==> config.mk <==
export PLATFORM = sky130hd
export DESIGN_NAME = onewire_temperature_reader
export DESIGN_NICKNAME = d
export VERILOG_FILES = /design/src/sv/owt_pkg.sv /design/src/sv/onewire_temperature_reader.sv /design/src/sv/owt_cfg.sv /design/src/sv/owt_fsm.sv
export SDC_FILE = /design/constraint.sdc
export NUM_CORES = 1
export LEC_CHECK = 0
export BUFFER_PORTS_ARGS = -buffer_cell sky130_fd_sc_hd__buf_2
export CAP_MARGIN = 20
export CORE_MARGIN = 1
export CORE_UTILIZATION = 40
export DETAILED_ROUTE_END_ITERATION = 7
export GPL_TIMING_DRIVEN = 1
export HOLD_SLACK_MARGIN = 0.08
export PLACE_DENSITY_LB_ADDON = 0.05
export SETUP_SLACK_MARGIN = 0.3
export SLEW_MARGIN = 20
export SYNTH_ARGS = -nofsm -noshare
export SYNTH_HDL_FRONTEND = slang
export SYNTH_HIERARCHICAL = 1
export SYNTH_SLANG_ARGS = --single-unit
==> constraint.sdc <==
create_clock -name clk -period 6.8 [get_ports clk]
set_input_delay 1.36 -clock clk [delete_from_list [all_inputs] [get_ports clk]]
set_output_delay 1.36 -clock clk [all_outputs]
set_load 0.02 [all_outputs]
==> src/sv/owt_pkg.sv <==
// ----------------------------------------------------------------------------
// owt_pkg - shared types and constants for the one-wire temperature reader
// Field widths, configuration and result bundles used across the block.
// ----------------------------------------------------------------------------
package owt_pkg;

	localparam int COUNT_W    = 20;
	localparam int TEMP_W     = 16;
	localparam int CFG_IDX_W  = 3;
	localparam int CFG_DATA_W = 20;
	localparam int S_TDATA_W  = 8;
	localparam int M_TDATA_W  = 24;

	typedef struct packed {
		logic [9:0]         reset_pulse_ticks;
		logic [7:0]         presence_delay_ticks;
		logic [9:0]         presence_hold_ticks;
		logic [3:0]         low_pulse_ticks;
		logic [7:0]         slot_ticks;
		logic [5:0]         sample_ticks;
		logic [7:0]         read_tail_ticks;
		logic [COUNT_W-1:0] conversion_ticks;
	} cfg_t;

	typedef struct packed {
		logic start_req;
		logic line_level;
	} tick_t;

	typedef struct packed {
		logic                     drive_low;
		logic                     busy_res;
		logic                     done_res;
		logic signed [TEMP_W-1:0] temperature;
	} res_t;

endpackage

==> src/sv/onewire_temperature_reader.sv <==
// ----------------------------------------------------------------------------
// onewire_temperature_reader - one-wire skip-ROM temperature reader
// Tick-driven one-wire master that runs a convert and scratchpad read.
// ----------------------------------------------------------------------------
// Every request on the input stream is one microsecond tick carrying a start
// flag and the sampled bus level; every tick yields exactly one response with
// the line drive for that tick, busy, a done pulse and the last temperature
// (signed, 1/16 degC). A start in idle begins the sequence on the same tick:
// reset pulse, presence wait (no timeout), hold, skip-ROM + convert, the
// conversion wait, a second reset and presence, skip-ROM + read scratchpad,
// then two read bytes, low byte first. Writing a one only releases the line.
// Throughput is one tick per clock cycle while responses are not stalled;
// a tick passes the input register, then the response register, with the
// sequencer's single next-state pass between them. The input register also
// acts as a skid stage, so a request is still taken while a response waits.
// Timing registers are written through cfg_we/cfg_index/cfg_wdata; the user
// must write them only while the block is idle, which the block does not enforce.
// The sequence state only advances when a tick moves into the response register.
// ----------------------------------------------------------------------------
module onewire_temperature_reader (
	input  logic                           clk,
	input  logic                           arst_n,
	// slave side: [0] start_req, [1] line_level, [7:2] zero
	input  logic                           s_axis_tvalid,
	output logic                           s_axis_tready,
	input  logic [owt_pkg::S_TDATA_W-1:0]  s_axis_tdata,
	// master side: [0] drive_low, [1] busy_res, [2] done_res,
	// [18:3] temperature, [23:19] zero
	output logic                           m_axis_tvalid,
	input  logic                           m_axis_tready,
	output logic [owt_pkg::M_TDATA_W-1:0]  m_axis_tdata,
	// configuration write port
	input  logic                           cfg_we,
	input  logic [owt_pkg::CFG_IDX_W-1:0]  cfg_index,
	input  logic [owt_pkg::CFG_DATA_W-1:0] cfg_wdata
);
	import owt_pkg::*;

	cfg_t  cfg;
	tick_t tick_s1;
	logic  vld_s1;
	res_t  res;
	res_t  res_s2;
	logic  vld_s2;
	logic  advance;

	owt_cfg u_cfg (
		.clk       (clk),
		.arst_n    (arst_n),
		.cfg_we    (cfg_we),
		.cfg_index (cfg_index),
		.cfg_wdata (cfg_wdata),
		.cfg       (cfg)
	);

	// tick moves on when the response register is empty or being drained
	assign advance       = vld_s1 && (!vld_s2 || m_axis_tready);
	assign s_axis_tready = !vld_s1 || advance;

	// input register (payload needs no reset)
	always_ff @(posedge clk or negedge arst_n) begin
		if (!arst_n) begin
			vld_s1 <= 1'b0;
		end else if (s_axis_tready) begin
			vld_s1 <= s_axis_tvalid;
		end
	end

	always_ff @(posedge clk) begin
		if (s_axis_tready && s_axis_tvalid) begin
			tick_s1.start_req  <= s_axis_tdata[0];
			tick_s1.line_level <= s_axis_tdata[1];
		end
	end

	// sequencer state steps exactly once per tick that moves on
	owt_fsm u_fsm (
		.clk    (clk),
		.arst_n (arst_n),
		.en     (advance),
		.tick   (tick_s1),
		.cfg    (cfg),
		.res    (res)
	);

	// response register
	always_ff @(posedge clk or negedge arst_n) begin
		if (!arst_n) begin
			vld_s2 <= 1'b0;
		end else if (!vld_s2 || m_axis_tready) begin
			vld_s2 <= vld_s1;
		end
	end

	always_ff @(posedge clk) begin
		if (advance) begin
			res_s2 <= res;
		end
	end

	assign m_axis_tvalid = vld_s2;
	assign m_axis_tdata  = {5'b0, res_s2.temperature, res_s2.done_res,
		res_s2.busy_res, res_s2.drive_low};

endmodule

==> src/sv/owt_cfg.sv <==
// ----------------------------------------------------------------------------
// owt_cfg - timing configuration registers
// Write-only register file holding the bus timing values.
// ----------------------------------------------------------------------------
module owt_cfg (
	input  logic                           clk,
	input  logic                           arst_n,
	input  logic                           cfg_we,
	input  logic [owt_pkg::CFG_IDX_W-1:0]  cfg_index,
	input  logic [owt_pkg::CFG_DATA_W-1:0] cfg_wdata,
	output owt_pkg::cfg_t                  cfg
);
	import owt_pkg::*;

	localparam logic [CFG_IDX_W-1:0] REG_RESET_PULSE    = 3'd0;
	localparam logic [CFG_IDX_W-1:0] REG_PRESENCE_DELAY = 3'd1;
	localparam logic [CFG_IDX_W-1:0] REG_PRESENCE_HOLD  = 3'd2;
	localparam logic [CFG_IDX_W-1:0] REG_LOW_PULSE      = 3'd3;
	localparam logic [CFG_IDX_W-1:0] REG_SLOT           = 3'd4;
	localparam logic [CFG_IDX_W-1:0] REG_SAMPLE         = 3'd5;
	localparam logic [CFG_IDX_W-1:0] REG_READ_TAIL      = 3'd6;
	localparam logic [CFG_IDX_W-1:0] REG_CONVERSION     = 3'd7;

	cfg_t cfg_q;

	always_ff @(posedge clk or negedge arst_n) begin
		if (!arst_n) begin
			cfg_q.reset_pulse_ticks    <= 10'd480;
			cfg_q.presence_delay_ticks <= 8'd60;
			cfg_q.presence_hold_ticks  <= 10'd480;
			cfg_q.low_pulse_ticks      <= 4'd1;
			cfg_q.slot_ticks           <= 8'd60;
			cfg_q.sample_ticks         <= 6'd14;
			cfg_q.read_tail_ticks      <= 8'd45;
			cfg_q.conversion_ticks     <= 20'd750000;
		end else if (cfg_we) begin
			case (cfg_index)
				REG_RESET_PULSE:    cfg_q.reset_pulse_ticks    <= cfg_wdata[9:0];
				REG_PRESENCE_DELAY: cfg_q.presence_delay_ticks <= cfg_wdata[7:0];
				REG_PRESENCE_HOLD:  cfg_q.presence_hold_ticks  <= cfg_wdata[9:0];
				REG_LOW_PULSE:      cfg_q.low_pulse_ticks      <= cfg_wdata[3:0];
				REG_SLOT:           cfg_q.slot_ticks           <= cfg_wdata[7:0];
				REG_SAMPLE:         cfg_q.sample_ticks         <= cfg_wdata[5:0];
				REG_READ_TAIL:      cfg_q.read_tail_ticks      <= cfg_wdata[7:0];
				REG_CONVERSION:     cfg_q.conversion_ticks     <= cfg_wdata[COUNT_W-1:0];
				default: ;
			endcase
		end
	end

	assign cfg = cfg_q;

endmodule

==> src/sv/owt_fsm.sv <==
// ----------------------------------------------------------------------------
// owt_fsm - one-wire measurement sequencer
// Sequence state and one-pass next-state logic, advanced once per tick.
// ----------------------------------------------------------------------------
module owt_fsm (
	input  logic           clk,
	input  logic           arst_n,
	input  logic           en,
	input  owt_pkg::tick_t tick,
	input  owt_pkg::cfg_t  cfg,
	output owt_pkg::res_t  res
);
	import owt_pkg::*;

	localparam logic [3:0] PH_IDLE     = 4'd0;
	localparam logic [3:0] PH_RST_LOW  = 4'd1;
	localparam logic [3:0] PH_RST_WAIT = 4'd2;
	localparam logic [3:0] PH_PRESENCE = 4'd3;
	localparam logic [3:0] PH_HOLD     = 4'd4;
	localparam logic [3:0] PH_WLOW     = 4'd5;
	localparam logic [3:0] PH_WBIT     = 4'd6;
	localparam logic [3:0] PH_RECOV    = 4'd7;
	localparam logic [3:0] PH_RLOW     = 4'd8;
	localparam logic [3:0] PH_RSAMPLE  = 4'd9;
	localparam logic [3:0] PH_RTAIL    = 4'd10;
	localparam logic [3:0] PH_CONV     = 4'd11;

	localparam logic [2:0] STEP_CONV_SKIP = 3'd0;
	localparam logic [2:0] STEP_CONVERT   = 3'd1;
	localparam logic [2:0] STEP_READ_SKIP = 3'd2;
	localparam logic [2:0] STEP_READ_CMD  = 3'd3;
	localparam logic [2:0] STEP_READ_LO   = 3'd4;
	localparam logic [2:0] STEP_READ_HI   = 3'd5;

	localparam logic [7:0] ROM_SKIP    = 8'hCC;
	localparam logic [7:0] CMD_CONVERT = 8'h44;
	localparam logic [7:0] CMD_READ_SP = 8'hBE;
	localparam logic [2:0] LAST_BIT    = 3'd7;

	function automatic logic [7:0] cmd_byte(input logic [2:0] step);
		logic [7:0] b;
		case (step)
			STEP_CONV_SKIP: b = ROM_SKIP;
			STEP_CONVERT:   b = CMD_CONVERT;
			STEP_READ_SKIP: b = ROM_SKIP;
			STEP_READ_CMD:  b = CMD_READ_SP;
			default:        b = 8'h00;
		endcase
		return b;
	endfunction

	// read bytes come after the four command bytes
	function automatic logic [3:0] slot_phase(input logic [2:0] step);
		return (step >= STEP_READ_LO) ? PH_RLOW : PH_WLOW;
	endfunction

	logic [3:0]         phase_q, phase_d, ph_e;
	logic [COUNT_W-1:0] tick_count_q, tc_d, tc_e, tc_inc, tc_el, limit;
	logic [2:0]         bit_index_q, bit_d, bit_e;
	logic [2:0]         step_q, step_d, step_e;
	logic [7:0]         shift_q, shift_d, shift_r;
	logic [7:0]         low_byte_q, low_d;
	logic [TEMP_W-1:0]  temp_q, temp_d;
	logic               begin_run, hit;
	logic               drive, busy, done;

	always_comb begin
		begin_run = (phase_q == PH_IDLE) && tick.start_req;
		ph_e      = begin_run ? PH_RST_LOW : phase_q;
		tc_e      = begin_run ? '0 : tick_count_q;
		bit_e     = begin_run ? '0 : bit_index_q;
		step_e    = begin_run ? STEP_CONV_SKIP : step_q;

		case (ph_e)
			PH_RST_LOW:  limit = COUNT_W'(cfg.reset_pulse_ticks);
			PH_RST_WAIT: limit = COUNT_W'(cfg.presence_delay_ticks);
			PH_HOLD:     limit = COUNT_W'(cfg.presence_hold_ticks);
			PH_WLOW,
			PH_RLOW:     limit = COUNT_W'(cfg.low_pulse_ticks);
			PH_WBIT:     limit = COUNT_W'(cfg.slot_ticks);
			PH_RSAMPLE:  limit = COUNT_W'(cfg.sample_ticks);
			PH_RTAIL:    limit = COUNT_W'(cfg.read_tail_ticks);
			PH_CONV:     limit = cfg.conversion_ticks;
			default:     limit = '0;
		endcase

		// a limit of zero ends the phase after one tick, same as one
		tc_inc  = tc_e + 1'b1;
		hit     = (tc_inc >= limit);
		tc_el   = hit ? '0 : tc_inc;
		shift_r = (step_e < STEP_READ_LO) ? {1'b0, shift_q[7:1]} : shift_q;

		phase_d = ph_e;
		tc_d    = tc_e;
		bit_d   = bit_e;
		step_d  = step_e;
		shift_d = shift_q;
		low_d   = low_byte_q;
		temp_d  = temp_q;
		drive   = 1'b0;
		busy    = 1'b1;
		done    = 1'b0;

		case (ph_e)
			PH_IDLE: begin
				busy = 1'b0;
			end
			PH_RST_LOW: begin
				drive = 1'b1;
				tc_d  = tc_el;
				if (hit) phase_d = PH_RST_WAIT;
			end
			PH_RST_WAIT: begin
				tc_d = tc_el;
				if (hit) phase_d = PH_PRESENCE;
			end
			PH_PRESENCE: begin
				if (!tick.line_level) begin
					phase_d = PH_HOLD;
					tc_d    = '0;
				end
			end
			PH_HOLD: begin
				tc_d = tc_el;
				if (hit) begin
					bit_d   = '0;
					shift_d = cmd_byte(step_e);
					phase_d = slot_phase(step_e);
				end
			end
			PH_WLOW: begin
				drive = 1'b1;
				tc_d  = tc_el;
				if (hit) phase_d = PH_WBIT;
			end
			PH_WBIT: begin
				drive = ~shift_q[0];
				tc_d  = tc_el;
				if (hit) phase_d = PH_RECOV;
			end
			PH_RLOW: begin
				drive = 1'b1;
				tc_d  = tc_el;
				if (hit) phase_d = PH_RSAMPLE;
			end
			PH_RSAMPLE: begin
				tc_d = tc_el;
				if (hit) begin
					shift_d = {tick.line_level, shift_q[7:1]};
					phase_d = PH_RTAIL;
				end
			end
			PH_RTAIL: begin
				tc_d = tc_el;
				if (hit) phase_d = PH_RECOV;
			end
			PH_CONV: begin
				tc_d = tc_el;
				if (hit) begin
					step_d  = STEP_READ_SKIP;
					phase_d = PH_RST_LOW;
				end
			end
			PH_RECOV: begin
				tc_d    = '0;
				shift_d = shift_r;
				if (bit_e < LAST_BIT) begin
					bit_d   = bit_e + 1'b1;
					phase_d = slot_phase(step_e);
				end else begin
					bit_d = '0;
					case (step_e)
						STEP_CONV_SKIP: begin
							step_d  = STEP_CONVERT;
							shift_d = cmd_byte(STEP_CONVERT);
							phase_d = slot_phase(STEP_CONVERT);
						end
						STEP_CONVERT: begin
							phase_d = PH_CONV;
						end
						STEP_READ_SKIP: begin
							step_d  = STEP_READ_CMD;
							shift_d = cmd_byte(STEP_READ_CMD);
							phase_d = slot_phase(STEP_READ_CMD);
						end
						STEP_READ_CMD: begin
							step_d  = STEP_READ_LO;
							shift_d = cmd_byte(STEP_READ_LO);
							phase_d = slot_phase(STEP_READ_LO);
						end
						STEP_READ_LO: begin
							low_d   = shift_r;
							step_d  = STEP_READ_HI;
							shift_d = cmd_byte(STEP_READ_HI);
							phase_d = slot_phase(STEP_READ_HI);
						end
						STEP_READ_HI: begin
							temp_d  = {shift_r, low_byte_q};
							done    = 1'b1;
							step_d  = STEP_CONV_SKIP;
							phase_d = PH_IDLE;
						end
						default: begin
							step_d  = STEP_CONV_SKIP;
							phase_d = PH_IDLE;
						end
					endcase
				end
			end
			default: begin
				phase_d = PH_IDLE;
				tc_d    = '0;
				busy    = 1'b0;
			end
		endcase
	end

	always_ff @(posedge clk or negedge arst_n) begin
		if (!arst_n) begin
			phase_q      <= PH_IDLE;
			tick_count_q <= '0;
			bit_index_q  <= '0;
			step_q       <= STEP_CONV_SKIP;
			shift_q      <= '0;
			low_byte_q   <= '0;
			temp_q       <= '0;
		end else if (en) begin
			phase_q      <= phase_d;
			tick_count_q <= tc_d;
			bit_index_q  <= bit_d;
			step_q       <= step_d;
			shift_q      <= shift_d;
			low_byte_q   <= low_d;
			temp_q       <= temp_d;
		end
	end

	assign res.drive_low   = drive;
	assign res.busy_res    = busy;
	assign res.done_res    = done;
	assign res.temperature = temp_d;

endmodule

# --- Word level (Yosys, flattened, before mapping) ---
# Cells that the tools add are included.
op_classes:
  n_shift: 0
  n_mul: 0
  n_addsub: 2
  reduce_logical: 30
  eq_ne: 25
  mux: 41
  bitwise_logic: 3
  div: 0
  magnitude_cmp: 4
op_table:
  columns: ["cell", "count"]
  rows:
  - ["$pmux W20 S8", 1]
  - ["$pmux W8 S3", 3]
  - ["$mux W20", 3]
  - ["$pmux W20 S3", 1]
  - ["$mux W16", 3]
  - ["$mux W4", 12]
  - ["$pmux W4 S11", 1]
  - ["$mux W8", 4]
  - ["$add A20 B1 Y20 const B", 1]
  - ["$ge A20 B20 Y1", 1]
  - ["$eq A3 B3 Y1 const B", 6]
  - ["$mux W3", 6]
  - ["$eq A4 B3 Y1 const B", 4]
  - ["$eq A4 B4 Y1 const B", 4]
  - ["$reduce_and A2 Y1", 8]
  - ["$pmux W3 S5", 1]
  - ["$eq A3 B2 Y1 const B", 4]
  - ["$pmux W3 S2", 2]
  - ["$pmux W4 S3", 1]
  - ["$reduce_or A11 Y1", 1]
  - ["$reduce_or A2 Y1", 5]
  - ["$reduce_or A9 Y1", 1]
  - ["$eq A4 B2 Y1 const B", 2]
  - ["$logic_not A4 Y1", 2]
  - ["16 further kinds", 28]
word_totals:
  rom_bits: 0
  reg_bits: 159
  mem_count: 0
  out_inout_bits: 26
  in_bits: 36
  word_cells: 128
  latchBits: 0
  mem_bits_rw: 0

# --- Logic depth before layout (Yosys ltp) ---
logic_depth:
  depth_word: 9
  mapped_depth: 19
  mapped_depth_nobuf: 16

# --- By module ---
# Netlist, hierarchy kept.
modules_own_cells:
  columns: ["mod", "area_each_um2", "n_inst", "seq_area_each_um2", "cells_per_inst"]
  rows:
  - ["owt_fsm", 4844.6, 1, 1551.5, 554]
  - ["owt_cfg", 2939.1, 1, 1894.3, 166]
  - ["onewire_temperature_reader", 775.7, 1, 680.7, 35]

# --- Worst setup path after synthesis ---
# No wires, ideal clock.
synth_path:
  path_type: "reg-to-reg"
  from: "register u_fsm.phase_q[3]"
  to: "register u_fsm.shift_q[0]"
  arrival_ns: 3.988
  t_required_ns: 6.678
  setup_ns: 0.122
  stages_incl_launch_ff: 18
  path_slack_ns: 2.690
  n_path_buf: 1
  period_less_slack_ns: 4.110
  path_cell_list: "dfrtp_1 -> or4b_4 -> nor2_4 -> clkbuf_1 -> nor2_1 -> ha_1 -> inv_1 -> nor2_1 -> nand4_1 -> nor3_1 -> xnor2_1 -> ha_1 -> nand4_1 -> nor3_1 -> nand4_1 -> o211ai_2 -> a41oi_4 -> a32o_1"
synth_between:
  elab_chain_cells: 9
  elab_cells_between_ends: 35
  cone_classes: "1 x add/sub; 3 x order compare; 15 x eq/ne; 9 x mux; 7 x reduce/logical"
synth_lines:
  columns: ["element", "line", "rtl"]
  rows:
  - ["start: declaration", "owt_fsm.sv:57", "logic [3:0] phase_q, phase_d, ph_e;"]
  - ["start signal: assignment", "owt_fsm.sv:228", "phase_q <= phase_d;"]
  - ["branches (longest 9 deep; another with $add A20 B1 Y20)", null, null]
  - ["end signal: assignment", "owt_fsm.sv:232", "shift_q <= shift_d;"]
  - ["end: declaration", "owt_fsm.sv:61", "logic [7:0] shift_q, shift_d, shift_r;"]
# Several ways; the timed one is not identified.
# A chain may end at the register's enable or synchronous reset.

# --- Final worst setup path ---
# Ends and elaborated chain as after synthesis.

==> run metrics <==
outcome=completed; WL final=20.3 mm; Final HPWL DP=13.6 mm; global-route wire length before repair=33.0 mm; Post-CTS Setup Bufs=0; Pre-antenna DRT Iters=5; CTS tree=built; startpoint types=flop; fillcell total=1939; Die Ht=148 um; hold path start=u_fsm/temp_q[11]; Worst-Margin Slew=0.936 ns; area delta synth->final=11.2%; area of the core=21000 sq um; Hold Violations, Final=0; vias in the first global route=5969; most frequent cells after synthesis=104 x dfrtp_1, 83 x mux2_2, 80 x nand2_1, 46 x o21ai_0, 37 x nor2_1; count leader, synth=dfrtp_1; crit-path max FO=26; clock latency on the worst-skew pair=0.43 ns; clk_skew=0.0115 ns; CP startpoint=u_fsm/phase_q[3]; cell-internal power=2.09 mW; number of synthesized flops with an enable pin=21; Vias/cell=5.63; total number of vias=6037; Storage cell area=4130 sq um; DIE AREA=22000 sq um; Net Sw Frac=36.4%; setup tns final=0 ns; ys flop type=dfrtp_1; element type at the critical path end=flop; P per Cell Area=346 nW/um^2; Leak=3.97 nW; area leader, netlist=dfrtp_1; Cells after Synth=755; row cnt=53; sequential share of the synthesized area=48.2%; Remaining DRCs=0; flop2flop setup slack=1.69 ns; largest net degree at the start of global routing=86; initial antenna violation count=0; Final period util=75.2%; Starting Density=40.7%; TritonCTS Sinks=159; CTS buffer count=17; Max-Cap Viols=0; min-delay worst type=flop to flop; RSZ-0062 raised after global routing=no; clk root buf=clkbuf_16; PortBufs=50; Worst Path Arrival=5.42 ns; asr flop ratio synth=86.8%; H-tree levels=4; Worst IR Drop VDD=0.000171 V; layout cell share with drive strength beyond 1=29.9%; Worst R2R Start=u_fsm/phase_q[3]; Max-slew headroom=37.3%; Netlist Area Pre-Place=8560 sq um; Synth cell types=81; post-route ant nets=0; share of the synthesized area in the top cell type=30.4%; grt total ovfl=0; Placer Congestion=0.809; Nets=843; Die X=148 um; synth top area cells=dfrtp_1 30%, mux2_2 11%, dfstp_2 10%; Min Clock Period, post-route=5.11 ns; Total GRT Usage=19.4%; CTS Hold Bufs=0; clock share of power=28.5%; Worst Reg2Reg Path Length in Cells=16; reg-to-reg endpoint=u_fsm/shift_q[0]; Final setup viols=0; CTS resizes=0; #FFs+latches synth=159; Crit path required time=7.11 ns; P_sw=1.20 mW; hold depth=2; sequential share of power=39.6%; Hold EP=u_fsm/temp_q[11]; Worst Path Class, Setup=flop to flop; DR iter-0 viols=401; synth warn=6; post-route setup slack=1.69 ns; DR WL/cell=18.9 um; Max Slew Vio Count=0; I/O pin cnt=62; pre-CTS setup slack=1.74 ns; Post-Syn Area per Cell=11.3 sq um; Comb power frac=31.9%; multi-input combinational cell area=4100 sq um; # diodes=0; clock-pin slew on the worst setup and hold paths=0.07 ns; Clock Path Buffers=2; Fmax achieved=0.196 GHz
==> cell usage in the layout, fill, tap and decap left out, drive strengths merged, types with 9 or more instances in the layout <==
cell    count
a211oi      9
a21boi     11
a21oi      24
a222oi     12
a22o       12
a22oi       9
and2       11
buf        61
clkbuf     21
dfrtp     104
dfstp      34
edfxtp     21
ha         22
inv        15
mux2       94
mux2i      10
nand2      81
nand3      17
nand4       9
nor2       38
nor3       11
o21ai      46
xnor2      10
==> how the worst max path moves through the flow <==
stage | to | slack [ns]
2_1_floorplan | u_fsm/shift_q[0] | 2.69
3_3_place_gp | u_fsm/shift_q[0] | 1.73
3_5_place_dp | u_fsm/shift_q[0] | 1.74
4_1_cts | u_fsm/shift_q[0] | 1.70
5_1_grt | u_fsm/shift_q[0] | 1.25
6_report | u_fsm/shift_q[0] | 1.69
==> power groups by stage <==
| stage | Combinational, mW | Sequential, mW | Clock [mW] |
|---|---|---|---|
| finish | 1.05 | 1.30 | 0.936 |
| global route | 1.16 | 1.33 | 1.01 |
| CTS | 1.05 | 1.30 | 0.963 |
| detailed placement | 1.05 | 1.32 | 0 |
| global placement | 1.03 | 1.31 | 0 |
| floorplan | 0.804 | 1.26 | 0 |
==> cell type report <==
class	count	area share, %
clock inverter	11	0.960
timing repair buffer	61	3.56
clock buffer	21	5.07
sequential	159	43.3
tap	275	3.61
inverter	10	0.394
multi-input combinational	536	43.0
==> registers in the layout, indices dropped and copies added, names as in the netlist <==
| register | cells |
|---|---|
| m_axis_tdata | 19 |
| u_fsm/phase_q | 4 |
| u_fsm/bit_index_q | 3 |
| u_fsm/step_q | 3 |
| u_cfg/cfg | 74 |
| tick_s1 | 2 |
| u_fsm/tick_count_q | 20 |
| u_fsm/low_byte_q | 8 |
| u_fsm/temp_q | 16 |
| u_fsm/shift_q | 8 |
| m_axis_tvalid | 1 |
| vld_s1 | 1 |
==> stage by stage <==
step / area [sq um] / power [mW] / hold WS [ns] / cells / util, %
after CTS: 9520 / 3.32 / 0.491 / 1073 / 45.3
after global placement: 8940 / 2.34 / 0.463 / 1041 / 42.6
after detailed placement: 8940 / 2.37 / 0.475 / 1041 / 42.6
final: 9520 / 3.29 / 0.486 / 1073 / 45.3
after global routing: 9520 / 3.50 / 0.520 / 1073 / 45.3
after floorplan: 8570 / 2.06 / 0.450 / 759 / -
==> cells by family (layout without fill, tap and decap cells) <==
| logic type | count (synthesis) | count (layout) | share of synthesized area (%) |
|---|---|---|---|
| XOR/XNOR | 17 | 17 | 1.74 |
| flip-flops | 159 | 159 | 48.2 |
| AND/OR/NAND/NOR | 204 | 204 | 12.8 |
| other | 1 | 5 | 0.0438 |
| AO/OA/AOI/OAI | 184 | 184 | 15.8 |
| multiplexers | 104 | 104 | 14.0 |
| adder cells (fa/ha/maj) | 22 | 22 | 3.22 |
| buffers and inverters | 64 | 103 | 4.17 |
==> routing by layer <==
metal  part of all wire [%]  up-vias  GRT usage, %  routed length, um
met2                     47      102          30.6               9530
met3                    2.7       19          3.04                547
met4                    1.0        0          5.62                205
met1                     49     3036          27.6               9980
met5                      0        -             0                  0
li1                       -     2880             -                  -
==> critical path: stages (launching register included) <==
cell and delay, ns:
dfrtp_1 0.88, or4b_4 0.32, nor2_4 0.04, nor2_1 0.18, ha_1 0.25, inv_1 0.05, nor2_1 0.32, nand4_1 0.31
nor3_1 0.38, xnor2_1 0.13, ha_1 0.29, nand4_1 0.15, nor3_1 0.36, nand4_1 0.27, o211ai_2 0.53, a41oi_4 0.26
a32o_1 0.27
Power figures use the tool's default switching activity.
